$ cat config.mk
export PLATFORM = sky130hd
export DESIGN_NAME = hrrn_mul_pair
export DESIGN_NICKNAME = d
export VERILOG_FILES = /design/src/rtl/hrrn_pkg.sv /design/src/rtl/hrrn_mul_pair.sv
export SDC_FILE = /design/constraint.sdc
export NUM_CORES = 2
export LEC_CHECK = 0
export BUFFER_PORTS_ARGS = -buffer_cell sky130_fd_sc_hd__buf_2
export CAP_MARGIN = 5
export CORE_MARGIN = 5
export CORE_UTILIZATION = 45
export DETAILED_ROUTE_END_ITERATION = 16
export SLEW_MARGIN = 20
export SYNTH_ARGS = -nofsm -noshare
export SYNTH_HDL_FRONTEND = slang
export SYNTH_SLANG_ARGS = --single-unit
$ cat constraint.sdc
create_clock -name i_clk -period 9.1 [get_ports i_clk]
set_input_delay 0.455 -clock i_clk [delete_from_list [all_inputs] [get_ports i_clk]]
set_output_delay 0.455 -clock i_clk [all_outputs]
set_load 0.01 [all_outputs]
$ cat src/rtl/hrrn_pkg.sv
// ============================================================================
// hrrn_pkg
// Shared types and constants of the ready-queue scheduler.
// ============================================================================
`timescale 1ns / 1ps
`default_nettype none

package hrrn_pkg;

    // field widths
    localparam int PID_W   = 16;
    localparam int TIME_W  = 32;
    localparam int EST_W   = 24;
    localparam int ALPHA_W = 9;
    localparam int FUNC_W  = 2;
    localparam int STAT_W  = 2;
    localparam int CFG_IDX_W  = 2;
    localparam int CFG_DATA_W = 24;

    // multiplier pair operand widths
    localparam int MUL_A_W = TIME_W + 1;
    localparam int MUL_B_W = EST_W;
    localparam int PROD_W  = MUL_A_W + MUL_B_W;

    // request function codes
    localparam logic [FUNC_W-1:0] FUNC_ENQ  = 2'd0;
    localparam logic [FUNC_W-1:0] FUNC_DISP = 2'd1;
    localparam logic [FUNC_W-1:0] FUNC_UPD  = 2'd2;

    // status codes
    localparam logic [STAT_W-1:0] ST_OK    = 2'd0;
    localparam logic [STAT_W-1:0] ST_EMPTY = 2'd1;
    localparam logic [STAT_W-1:0] ST_FULL  = 2'd2;

    // configuration register indexes
    localparam logic [CFG_IDX_W-1:0] CFG_POLICY   = 2'd0;
    localparam logic [CFG_IDX_W-1:0] CFG_ALPHA    = 2'd1;
    localparam logic [CFG_IDX_W-1:0] CFG_INIT_EST = 2'd2;

    // configuration reset values
    localparam logic               POLICY_RST   = 1'b1;
    localparam logic [ALPHA_W-1:0] ALPHA_RST    = 9'd128;
    localparam logic [EST_W-1:0]   INIT_EST_RST = 24'd10000;
    localparam logic [ALPHA_W-1:0] ALPHA_ONE    = 9'd256;

    typedef struct packed {
        logic [FUNC_W-1:0] func;
        logic [PID_W-1:0]  proc_id;
        logic [TIME_W-1:0] now;
        logic [EST_W-1:0]  burst_estimate;
        logic [EST_W-1:0]  last_burst;
    } t_in_req;

    typedef struct packed {
        logic [STAT_W-1:0] status;
        logic [PID_W-1:0]  chosen_id;
        logic [EST_W-1:0]  estimate_out;
    } t_out_rsp;

    // one queue table entry
    typedef struct packed {
        logic [PID_W-1:0]  pid;
        logic [TIME_W-1:0] ready_time;
        logic [EST_W-1:0]  estimate;
    } t_entry;

    typedef struct packed {
        logic               load;
        logic [MUL_A_W-1:0] a0;
        logic [MUL_B_W-1:0] b0;
        logic [MUL_A_W-1:0] a1;
        logic [MUL_B_W-1:0] b1;
    } t_mul_req;

    typedef struct packed {
        logic              gt;
        logic [PROD_W:0]   sum;
    } t_mul_rsp;

endpackage

`default_nettype wire

$ cat src/rtl/hrrn_mul_pair.sv
// ============================================================================
// hrrn_mul_pair
// Two registered multipliers with compare and sum of the products.
// ============================================================================
`timescale 1ns / 1ps
`default_nettype none

module hrrn_mul_pair (
    input  wire logic               i_clk,
    input  wire hrrn_pkg::t_mul_req i_req,
    output hrrn_pkg::t_mul_rsp      o_rsp
);

    logic [hrrn_pkg::PROD_W-1:0] r_p0;
    logic [hrrn_pkg::PROD_W-1:0] r_p1;

    // product registers
    always_ff @(posedge i_clk) begin
        if (i_req.load) begin
            r_p0 <= hrrn_pkg::PROD_W'(i_req.a0) * hrrn_pkg::PROD_W'(i_req.b0);
            r_p1 <= hrrn_pkg::PROD_W'(i_req.a1) * hrrn_pkg::PROD_W'(i_req.b1);
        end
    end

    // ratio compare and weighted sum
    assign o_rsp.gt  = (r_p0 > r_p1);
    assign o_rsp.sum = {1'b0, r_p0} + {1'b0, r_p1};

endmodule

`default_nettype wire

==> impl_metrics.ini <==
[clock_network]
cts_setup_buffers = 0
clockRootBuffer = clkbuf_16
cts_tree = done
cts_buffers = 25
cts_buffer_depth = 3
cts.hold.buffers_added = 0
clock-sinks = 114
clkTransAtPathRegs_ps = 60
ctsResizeCount = 0
cts_max_level = 4

[setup_path]
crit_end = r_p0[53]
worstPathCellList = buf_2 -> nand2_1 -> fa_1 -> inv_1 -> fa_1 -> inv_1 -> fa_1 -> fa_1 -> inv_1 -> fa_1 -> fa_1 -> inv_1 -> fa_1 -> inv_1 -> ha_1 -> a21oi_1 -> o21ai_0 -> nor2_1 -> o211ai_1 -> a21oi_1 -> o31ai_1 -> a21o_1 -> a41oi_1 -> xnor2_1
cpMaxStageDelayCell = buf_2
crit_start = i_req[60]
crit_required_ps = 9330
path_common_cell = fa_1
end_kind = flip-flop
slowest_delay_ps = 650
critPathKind = primary input to flip-flop
worstPathMaxFanout = 33
crit_cells = 24
critPathBufInv = 6
cp_top_family = adder cells
start_kind = primary input
crit_arrival_ps = 7890

[synth]
yosys_warnings = 0
synth_edf_count = 114
synth-seq-area-share_pct = 5.73
synth_area_leaders = fa_1 (46%), inv_1 (10%), ha_1 (10%), and2_1 (8.6%), edfxtp_1 (5.7%)
synth-seq-cells = 114
synthFlopType = edfxtp_1
synth_top_cell_area_share_pct = 45.6
yosysTopAreaCell = fa_1
async_flop_share_pct = 0
syn_area_per_cell_sq_um = 8.88
synthCells = 6724
synth_area_sq_um = 59700
ys_types = 86
synth_nets = 8681

[drt]
wl_per_cell_um = 19.7
routed_wl_um = 165000
dr.pass1.iters = 5
vias_per_cell = 5.32
ant_nets = 0
drc = 0
num_vias = 44500
drt_iter0_drc = 2943

[global_routing]
grt_pass1_wl_um = 266000
grt_max_degree = 60
antenna_found_initial = 11
grtUsageTotal_pct = 23.9
globalRouteOverflowTotal = 0
grt_pass1_vias = 48800

[placement]
gp_congestion = 0.884
place_hpwl_um = 131000
io_buffers = 174
dpl-instance-area_sq_um = 61500
place_inst = 8313

[die]
die_y_um = 374
ioPinCount = 175
initial_utilization_pct = 45.3
core_area_sq_um = 132000
num_rows = 133
dieArea_sq_um = 140000
die_x_um = 374

[worst_hold_path]
hp-class = primary input to flip-flop
hold_depth = 1

[finish]
stdcell_area_sq_um = 62200
nets = 8542
final_cells = 8353
final_common_cell = inv_1
final_cell_mix = inv_1 (1630), fa_1 (1361), nand2_1 (870)
drive_gt1_share_pct = 3.90
syn2layout_area_growth_pct = 4.13

[timing]
tightest_slew_ps = 1100
setup_tns_ps = 0
finalCriticalPeriod_ps = 7660
post-route-period-util_pct = 84.2
slew_headroom_pct = 26.1
drv_slew = 0
setup_viol = 0
rsz0062_at_grt = no
max_freq_mhz = 131
hold_viol = 0

[run_status]
status = completed

[run]
maxCapViolCount = 0
-- sequential cells by signal, summed over array words and instances (netlist names) --
register and flops:
r_p0 57, r_p1 57
-- layer usage --
metal / routed length [um] / share of wire, % / vias to the layer above / GRT usage [%]
li1: - / - / 19600 / -
met1: 69000 / 42 / 23200 / 32.0
met2: 81600 / 50 / 1363 / 41.5
met3: 9370 / 5.7 / 277 / 2.90
met4: 4560 / 2.8 / 2 / 5.96
met5: 13 / 0.0079 / - / 0
-- final cells by class --
type | count | area [sq um]
Fill cell | 12800 | 69500
Multi-Input combinational cell | 4635 | 48800
Inverter | 1630 | 6120
Sequential cell | 114 | 3420
Tap cell | 1755 | 2200
Timing Repair Buffer | 179 | 911
Clock buffer | 27 | 633
Clock inverter | 6 | 30.0
Antenna cell | 7 | 17.5
-- kinds of logic (layout without fill, tap and decap cells) --
kind of cell	Yosys count	count (layout)	share of synthesized area (%)
mux	1	1	0.0189
other cells	0	7	0
flops	114	114	5.73
compound gates	614	614	6.77
simple gates	2025	2025	17.0
fa+ha+maj	1841	1841	55.7
buf+inv	1975	1842	12.5
xor+xnor	154	154	2.26
-- Yosys cell counts, types with 9 or more instances --
cell type,instances
inv_1,1630
fa_1,1361
nand2_1,870
and2_1,816
ha_1,480
clkbuf_1,333
a21oi_1,218
edfxtp_1,114
nor2_1,113
xnor2_1,111
o21ai_0,93
a21o_1,74
o21bai_1,48
nand4_1,44
xor2_1,43
nor3_1,38
nand3_1,34
and3_1,28
nor4_1,26
a31oi_1,20
o21a_1,19
nor2b_1,16
o211ai_1,16
o31ai_1,16
a211oi_1,11
a21boi_0,9
nand2b_1,9
or3_1,9
-- worst min-delay path by stage --
stage | from | endpoint | slack, ps
CTS | i_req[114] | r_p1[54] | 550
global route | i_req[114] | r_p1[54] | 580
detailed placement | i_req[114] | r_p1[54] | 1060
finish | i_req[114] | r_p1[54] | 510
floorplan | i_req[114] | r_p0[0] | 570
global placement | i_req[114] | r_p1[50] | 1040
-- through the flow --
| step | setup slack [ps] | hold slack [ps] | util [%] |
|---|---|---|---|
| floorplan | 2230 | 567 | - |
| global placement | 1120 | 1040 | 46.7 |
| detailed placement | 1060 | 1060 | 46.7 |
| CTS | 1530 | 555 | 47.2 |
| global route | 1060 | 578 | 47.2 |
| finish | 1440 | 515 | 47.2 |
Power is not shown: default switching activity piles up to over one toggle a cycle in this logic, so the estimate is an artifact.
