File: src/rtl/hrrn_pkg.sv
// ============================================================================
// hrrn_pkg
// Shared types and constants of the ready-queue scheduler.
// ============================================================================
`timescale 1ns / 1ps
`default_nettype none

package hrrn_pkg;

    // field widths
    localparam int PID_W   = 16;
    localparam int TIME_W  = 32;
    localparam int EST_W   = 24;
    localparam int ALPHA_W = 9;
    localparam int FUNC_W  = 2;
    localparam int STAT_W  = 2;
    localparam int CFG_IDX_W  = 2;
    localparam int CFG_DATA_W = 24;

    // multiplier pair operand widths
    localparam int MUL_A_W = TIME_W + 1;
    localparam int MUL_B_W = EST_W;
    localparam int PROD_W  = MUL_A_W + MUL_B_W;

    // request function codes
    localparam logic [FUNC_W-1:0] FUNC_ENQ  = 2'd0;
    localparam logic [FUNC_W-1:0] FUNC_DISP = 2'd1;
    localparam logic [FUNC_W-1:0] FUNC_UPD  = 2'd2;

    // status codes
    localparam logic [STAT_W-1:0] ST_OK    = 2'd0;
    localparam logic [STAT_W-1:0] ST_EMPTY = 2'd1;
    localparam logic [STAT_W-1:0] ST_FULL  = 2'd2;

    // configuration register indexes
    localparam logic [CFG_IDX_W-1:0] CFG_POLICY   = 2'd0;
    localparam logic [CFG_IDX_W-1:0] CFG_ALPHA    = 2'd1;
    localparam logic [CFG_IDX_W-1:0] CFG_INIT_EST = 2'd2;

    // configuration reset values
    localparam logic               POLICY_RST   = 1'b1;
    localparam logic [ALPHA_W-1:0] ALPHA_RST    = 9'd128;
    localparam logic [EST_W-1:0]   INIT_EST_RST = 24'd10000;
    localparam logic [ALPHA_W-1:0] ALPHA_ONE    = 9'd256;

    typedef struct packed {
        logic [FUNC_W-1:0] func;
        logic [PID_W-1:0]  proc_id;
        logic [TIME_W-1:0] now;
        logic [EST_W-1:0]  burst_estimate;
        logic [EST_W-1:0]  last_burst;
    } t_in_req;

    typedef struct packed {
        logic [STAT_W-1:0] status;
        logic [PID_W-1:0]  chosen_id;
        logic [EST_W-1:0]  estimate_out;
    } t_out_rsp;

    // one queue table entry
    typedef struct packed {
        logic [PID_W-1:0]  pid;
        logic [TIME_W-1:0] ready_time;
        logic [EST_W-1:0]  estimate;
    } t_entry;

    typedef struct packed {
        logic               load;
        logic [MUL_A_W-1:0] a0;
        logic [MUL_B_W-1:0] b0;
        logic [MUL_A_W-1:0] a1;
        logic [MUL_B_W-1:0] b1;
    } t_mul_req;

    typedef struct packed {
        logic              gt;
        logic [PROD_W:0]   sum;
    } t_mul_rsp;

endpackage

`default_nettype wire

File: src/rtl/hrrn_entry_ram.sv
// ============================================================================
// hrrn_entry_ram
// Queue table: one write port, one read port, registered read data.
// ============================================================================
`timescale 1ns / 1ps
`default_nettype none

module hrrn_entry_ram #(
    parameter int DEPTH = 16,
    parameter int AW    = $clog2(DEPTH)
) (
    input  wire logic             i_clk,
    input  wire logic             i_we,
    input  wire logic [AW-1:0]    i_waddr,
    input  wire hrrn_pkg::t_entry i_wdata,
    input  wire logic             i_re,
    input  wire logic [AW-1:0]    i_raddr,
    output hrrn_pkg::t_entry      o_rdata
);

    hrrn_pkg::t_entry r_mem [DEPTH];
    hrrn_pkg::t_entry r_rdata;

    // write port
    always_ff @(posedge i_clk) begin
        if (i_we) begin
            r_mem[i_waddr] <= i_wdata;
        end
    end

    // read port, data held until the next read
    always_ff @(posedge i_clk) begin
        if (i_re) begin
            r_rdata <= r_mem[i_raddr];
        end
    end

    assign o_rdata = r_rdata;

endmodule

`default_nettype wire

File: config.mk
export PLATFORM = sky130hd
export DESIGN_NAME = hrrn_entry_ram
export DESIGN_NICKNAME = d
export VERILOG_FILES = /design/src/rtl/hrrn_pkg.sv /design/src/rtl/hrrn_entry_ram.sv
export SDC_FILE = /design/constraint.sdc
export NUM_CORES = 1
export LEC_CHECK = 0
export BUFFER_PORTS_ARGS = -buffer_cell sky130_fd_sc_hd__buf_2
export CAP_MARGIN = 40
export CORE_ASPECT_RATIO = 1.1
export CORE_MARGIN = 4
export CORE_UTILIZATION = 58
export DETAILED_ROUTE_END_ITERATION = 8
export PLACE_DENSITY = 0.72
export SLEW_MARGIN = 20
export SYNTH_ARGS = -nofsm -noshare
export SYNTH_HDL_FRONTEND = slang
export SYNTH_SLANG_ARGS = --single-unit
File: constraint.sdc
create_clock -name i_clk -period 6.55 [get_ports i_clk]
set_input_delay 0 -clock i_clk [delete_from_list [all_inputs] [get_ports i_clk]]
set_output_delay 0 -clock i_clk [all_outputs]
set_load 0.01 [all_outputs]
==> flow_summary.json, run 1 <==
{
  "syn_nets": 1933,
  "drtPass1Iterations": 5,
  "synth_compound_area_frac": 0.0239,
  "placed_cells": 2994,
  "synth_top_family_by_area": "multiplexers",
  "rsz0062_at_grt": "no",
  "synth.avg_cell_area_sq_um": 24.5,
  "cts_tree": "done",
  "post-dp-hpwl_mm": 47.6,
  "area_growth_pct": 15.0,
  "clk_pin_slew_ns": 0.06,
  "port_buffers": 154,
  "arrival_ns": 2.39,
  "yosys.area_share.simple": 0.00890,
  "die_h_um": 301,
  "report.final.setup_viol": 0,
  "period_minus_slack_ns": 2.10,
  "maxSlewHeadroom": 0.421,
  "gp_congestion": 0.720,
  "crit_type": "in -> reg",
  "critPathMaxStageDelay_ns": 0.59,
  "yosysUniqueCellTypes": 17,
  "htree_levels": 3,
  "drt-total-wl_mm": 97.4,
  "gr-total-overflow": 0,
  "fmax_ghz": 0.476,
  "synthAdderAreaFrac": 0,
  "antenna_found_initial": 7,
  "timing.final.crit_share": 0.321,
  "ys_seq_area_frac": 0.812,
  "outcome": "finished clean",
  "crit_top_cell": "buf_4",
  "grt_pass1_vias": 21700,
  "ir_drop_mv": 0.252,
  "worstPathRequired_ns": 6.84,
  "grt_pass1_wl_mm": 144,
  "crit_path_start_kind": "input pin",
  "cts_resized": 0,
  "r2r_start": "r_mem[15][31]",
  "clockBufferDepth": 3,
  "cap_viol_max_count": 0,
  "initial_core_util": 0.585,
  "yosysWarnings": 0,
  "nNetsFinal": 2234,
  "tns_ns": 0,
  "final_layout_size_suffix_gt1_frac": 0.302,
  "wl_per_cell_um": 29.6,
  "syn_inst": 1850,
  "cts.sinks": 1224,
  "synthMuxAreaShare": 0.143,
  "num_vias": 20800,
  "hp-class": "in -> reg",
  "skew_ns": 0.0265,
  "die_w_um": 274,
  "synth_area_sq_um": 45300,
  "hold_ws_ns": 0.0334,
  "grt_use_total": 0.241,
  "fp.coreArea_sq_um": 77400,
  "crit_buf_inv": 3,
  "ant_nets": 0,
  "crit_start": "i_waddr[2]",
  "pin_count": 155,
  "final_cells": 3288,
  "fillerInstances": 4851,
  "worst_setup_path_end_kind": "register",
  "power_leakage_nw": 16.7,
  "slowest_stage": "or3b_2",
  "tightest_slew_ns": 0.868,
  "route.detailed.drc": 0,
  "drt_first_iter_violations": 2450,
  "rows": 107,
  "holdBufCountCts": 74,
  "numCtsBuffers": 114,
  "path_cells": "buf_2 > or3b_2 > nor2_4 > buf_4 > buf_4",
  "grt_max_degree": 126,
  "critPathMaxFanout": 31,
  "powerDensity_nw_per_um2": 310,
  "root_buffer": "clkbuf_16",
  "hp-start": "i_waddr[3]",
  "crit_family": "buffers and inverters",
  "slew_viol_final": 0,
  "synth_xor_area_frac": 0,
  "hold_viol": 0,
  "insertion_delay_ns": 0.67,
  "avgViaCountPerCell": 6.33,
  "ys_seq_elements": 1224,
  "dieArea_sq_um": 82600,
  "cts_setup_buffers": 0
}
[layout by cell type (no fill, tap or decap)]
master and n:
edfxtp_1 1224, mux4_2 288, buf_2 151, a22oi_1 144, clkbuf_16 117, dlygate4sd3_1 74
nand2_1 73, buf_4 34, clkinv_1 25, clkinv_2 24, clkbuf_1 23, buf_12 15
nor2_4 13, bufinv_16 12, diode_2 6, clkinvlp_4 5, nor3_2 4, buf_16 4
inv_6 3, clkinv_4 3, nand3b_1 2, nand2b_1 2, nor2b_4 2, buf_8 2
nand3_1 1, or3b_2 1, and2_4 1
[metrics by stage]
step	setup WS, ns	power (mW)	instance area (sq um)	utilization
final	4.45	16.1	52000	0.673
after detailed placement	3.73	9.80	47600	0.615
after global placement	3.75	9.76	47300	0.612
after CTS	4.45	16.3	52000	0.672
after floorplan	0.559	9.47	45300	-
after global routing	4.38	16.7	52000	0.672
[kinds of logic after synthesis]
logic type | Yosys count
flip-flops | 1224
multiplexers | 288
AO/OA/AOI/OAI | 144
AND/OR/NAND/NOR | 99
buffers and inverters | 95
[power breakdown]
group | internal (mW) | switching, mW
logic | 0.330 | 0.459
registers | 8.82 | 0.0524
clock network | 3.73 | 2.74
total | 12.9 | 3.25
[flip-flops by register name, summed over array words and instances (netlist names)]
name,count
o_rdata,72
r_mem,1152
[cells in the mapped netlist]
cell type  instances  area (sq um)
buf_6             19           214
edfxtp_1        1224         36800
and2_1             1          6.26
nand2b_1           2          12.5
nand2_1           73           274
nor2_1            13          48.8
or3b_2             1          8.76
mux4_2           288          6490
clkbuf_1          50           188
nor3_1             4          20.0
nand3_1            1          5.00
a22oi_1          144          1080
nor2b_1            2          12.5
buf_4              9          67.6
buf_2             10          50.1
buf_1              7          26.3
nand3b_1           2          15.0
[per-layer routing]
layer	share of wire	vias up	GRT usage
met5	0.00013	-	0
met4	0.023	2	0.0657
met3	0.068	146	0.0359
met2	0.52	897	0.404
met1	0.39	11200	0.340
li1	-	8618	-
[layout make-up]
cell class | count | area, sq um | area share
Clock buffer | 140 | 3010 | 0.0579
Antenna cell | 6 | 15.0 | 0.000289
Clock inverter | 72 | 664 | 0.0128
Sequential cell | 1224 | 36800 | 0.706
Multi-Input combinational cell | 531 | 8110 | 0.156
Tap cell | 1035 | 1290 | 0.0249
Timing Repair Buffer | 280 | 2190 | 0.0421
[path summary, 6_finish.rpt]
kind                            cells past startpoint      endpoint  slack (ns)
worst max-delay path                                5  r_mem[2][10]        4.45
worst min-delay path                                3  r_mem[2][19]        0.03
worst max register to register                      3   o_rdata[31]        5.00
worst min register to register                      3   o_rdata[53]        0.74
[worst min-delay path, delay by kind of cell]
family | cells | cell delay, ns
and+or+nand+nor | 2 | 0.40
buffers and inverters | 1 | 0.10
Note: power is estimated with default switching activity, not from simulation.
==> run 2, diff against run 1 <==
--- a/config.mk
+++ b/config.mk
@@ -5,13 +5,14 @@
 export SDC_FILE = /design/constraint.sdc
 export NUM_CORES = 1
 export LEC_CHECK = 0
+export ABC_AREA = 1
 export BUFFER_PORTS_ARGS = -buffer_cell sky130_fd_sc_hd__buf_2
 export CAP_MARGIN = 40
 export CORE_ASPECT_RATIO = 1.1
 export CORE_MARGIN = 4
-export CORE_UTILIZATION = 58
+export CORE_UTILIZATION = 56
 export DETAILED_ROUTE_END_ITERATION = 8
-export PLACE_DENSITY = 0.72
+export PLACE_DENSITY = 0.73
 export SLEW_MARGIN = 20
 export SYNTH_ARGS = -nofsm -noshare
 export SYNTH_HDL_FRONTEND = slang
==> constraint.sdc (replaced) <==
create_clock -name i_clk -period 1.7 [get_ports i_clk]
set_input_delay 0 -clock i_clk [delete_from_list [all_inputs] [get_ports i_clk]]
set_output_delay 0 -clock i_clk [all_outputs]
set_load 0.01 [all_outputs]
==> flow_summary.json, run 2 <==
{
  "ir_drop_mv": 0.877,
  "cap_viol_max_count": 0,
  "ys_top_cells_by_count": "1517 x nand2_1, 1224 x edfxtp_1, 866 x inv_1, 865 x nand3_1, 123 x buf_2",
  "netSwitchingPower_mw": 14.2,
  "grt_pass1_wl_mm": 191,
  "fp.coreArea_sq_um": 91100,
  "yosysMostFrequentCell": "nand2_1",
  "synth_area_sq_um": 51500,
  "synth_top_area_share": 0.714,
  "p_int_mw": 50.5,
  "yosysWarnings": 0,
  "report.final.setup_viol": 0,
  "die_w_um": 297,
  "crit_start": "i_waddr[2]",
  "comb_power_share": 0.066,
  "numCtsBuffers": 115,
  "final_util": 0.651,
  "arrival_ns": 2.03,
  "fmax_ghz": 0.600,
  "synth_edf_count": 1224,
  "ys_seq_elements": 1224,
  "drtPass1Iterations": 6,
  "power_leakage_nw": 25.1,
  "slew_viol_final": 0,
  "port_buffers": 154,
  "nNetsFinal": 5056,
  "gp_congestion": 0.787,
  "yosysUniqueCellTypes": 14,
  "ys_seq_area_frac": 0.714,
  "worst_setup_path_end_kind": "register",
  "grt_pass1_vias": 33600,
  "powerDensity_nw_per_um2": 1090,
  "fin_area_sq_um": 59300,
  "pin_count": 155,
  "clkPwrFrac": 0.406,
  "seqPwrFrac": 0.528,
  "mostFrequentLayoutCells": "1513 x nand2_1, 1224 x edfxtp_1, 864 x nand3_1, 864 x inv_1, 149 x buf_2",
  "largest-register": "r_mem",
  "num_vias": 34100,
  "syn_nets": 4814,
  "maxSlewHeadroom": 0.532,
  "timing.final.crit_share": 0.981,
  "drt_first_iter_violations": 3530,
  "route.detailed.drc": 0,
  "skew_ns": 0.0277,
  "crit_path_start_kind": "input pin",
  "initial_core_util": 0.565,
  "hp-class": "in -> reg",
  "final_common_cell": "nand2_1",
  "rows": 116,
  "area_growth_pct": 15.2,
  "grt_use_total": 0.254,
  "synth-main-ff-cell": "edfxtp_1",
  "post-dp-hpwl_mm": 67.6,
  "async_reset_ff_frac": 0,
  "slowest_stage": "nand3b_1",
  "place_area_sq_um": 54600,
  "grt_max_degree": 86,
  "r2r_start": "r_mem[3][18]",
  "cts_tree": "done",
  "rrSetupSlack_ns": 0.46,
  "wl_per_cell_um": 20.0,
  "fillerInstances": 6564,
  "root_buffer": "clkbuf_16",
  "htree_levels": 3,
  "yosysTopAreaCell": "edfxtp_1",
  "clockBufferDepth": 3,
  "tightest_slew_ns": 0.699,
  "ant_nets": 0,
  "die_h_um": 326,
  "antenna_found_initial": 5,
  "rsz0062_at_grt": "no",
  "period_minus_slack_ns": 1.67,
  "crit_type": "in -> reg",
  "path_cells": "dlygate4sd3_1 > buf_2 > nand3b_1 > nor2_4 > buf_4",
  "syn_inst": 4731,
  "clk_pin_slew_ns": 0.06,
  "gr-total-overflow": 0,
  "dieArea_sq_um": 96900,
  "power_mw": 64.7,
  "hp-start": "i_waddr[1]",
  "synth.avg_cell_area_sq_um": 10.9,
  "largest_reg_flops": 1152,
  "critPathMaxStageDelay_ns": 0.56,
  "avgViaCountPerCell": 5.46,
  "final_layout_size_suffix_gt1_frac": 0.0949,
  "hold_viol": 0,
  "p_sw_frac": 0.219,
  "drt-total-wl_mm": 125,
  "insertion_delay_ns": 0.71,
  "cts.sinks": 1224,
  "synth_area_leaders": "edfxtp_1 71%, nand2_1 11%, nand3_1 8.4%",
  "outcome": "finished clean",
  "critPathMaxFanout": 20,
  "worstPathRequired_ns": 2.06
}
[run 2: cell count changes after synthesis, moves of 113 or more]
cell,delta
buf_2,+113
nand3_1,+864
mux4_2,-288
inv_1,+866
nand2_1,+1444
a22oi_1,-144
[run 2: layer usage]
metal | vias to the layer above | track usage | share of wire
met5 | - | 0 | 0.00022
met4 | 4 | 0.0836 | 0.025
met1 | 16500 | 0.345 | 0.40
li1 | 15800 | - | -
met2 | 1574 | 0.428 | 0.49
met3 | 228 | 0.0363 | 0.084
[run 2: layout make-up]
type / count / area (sq um) / share of cell area
Sequential cell: 1224 / 36800 / 0.619
Multi-Input combinational cell: 2401 / 10300 / 0.173
Timing Repair Buffer: 361 / 3640 / 0.0614
Inverter: 870 / 3320 / 0.0559
Clock buffer: 133 / 2970 / 0.0500
Tap cell: 1180 / 1480 / 0.0249
Clock inverter: 82 / 903 / 0.0152
Antenna cell: 2 / 5.00 / 0.0000843
[run 2: critical path, delay by kind of cell]
family | cells | cell delay [ns]
buffers and inverters | 3 | 1.06
and+or+nand+nor | 2 | 0.92
[run 2: final timing paths]
path / depth (start not counted) / endpoint
setup / recovery: 5 / r_mem[8][23]
setup reg to reg: 6 / o_rdata[18]
hold / removal: 4 / r_mem[4][9]
hold reg to reg: 6 / o_rdata[32]
[run 2: logic make-up after synthesis]
family                 Yosys count  synth area share
flip-flops                    1224             0.714
AND/OR/NAND/NOR               2401             0.196
buffers and inverters         1106            0.0900
[run 2: through the flow]
stage	hold WS (ns)	instances	TNS (ns)	setup WS [ns]
floorplan	0.0989	4731	-138.86	-0.228
global placement	0.369	5955	-23.56	-0.149
detailed placement	0.366	5955	-30.12	-0.142
CTS	0.0175	6250	0	0.0217
global route	0.0524	6253	0	0.00457
finish	0.0503	6253	0	0.0330
[run 2: what timing repair did]
action | 4_1_cts | 5_1_grt
hold endpoints to repair | 1247 | 0
resized for setup | 0 | 0
setup endpoints to repair | 0 | 29
setup buffers | 0 | 1
hold buffers | 80 | 0
[run 2: power by group through the flow]
stage | combinational (mW) | sequential (mW) | clock, mW
finish | 4.25 | 34.2 | 26.3
global route | 4.66 | 34.2 | 27.9
CTS | 4.24 | 34.2 | 26.6
detailed placement | 4.05 | 34.8 | 0
global placement | 3.97 | 34.8 | 0
floorplan | 2.26 | 34.9 | 0
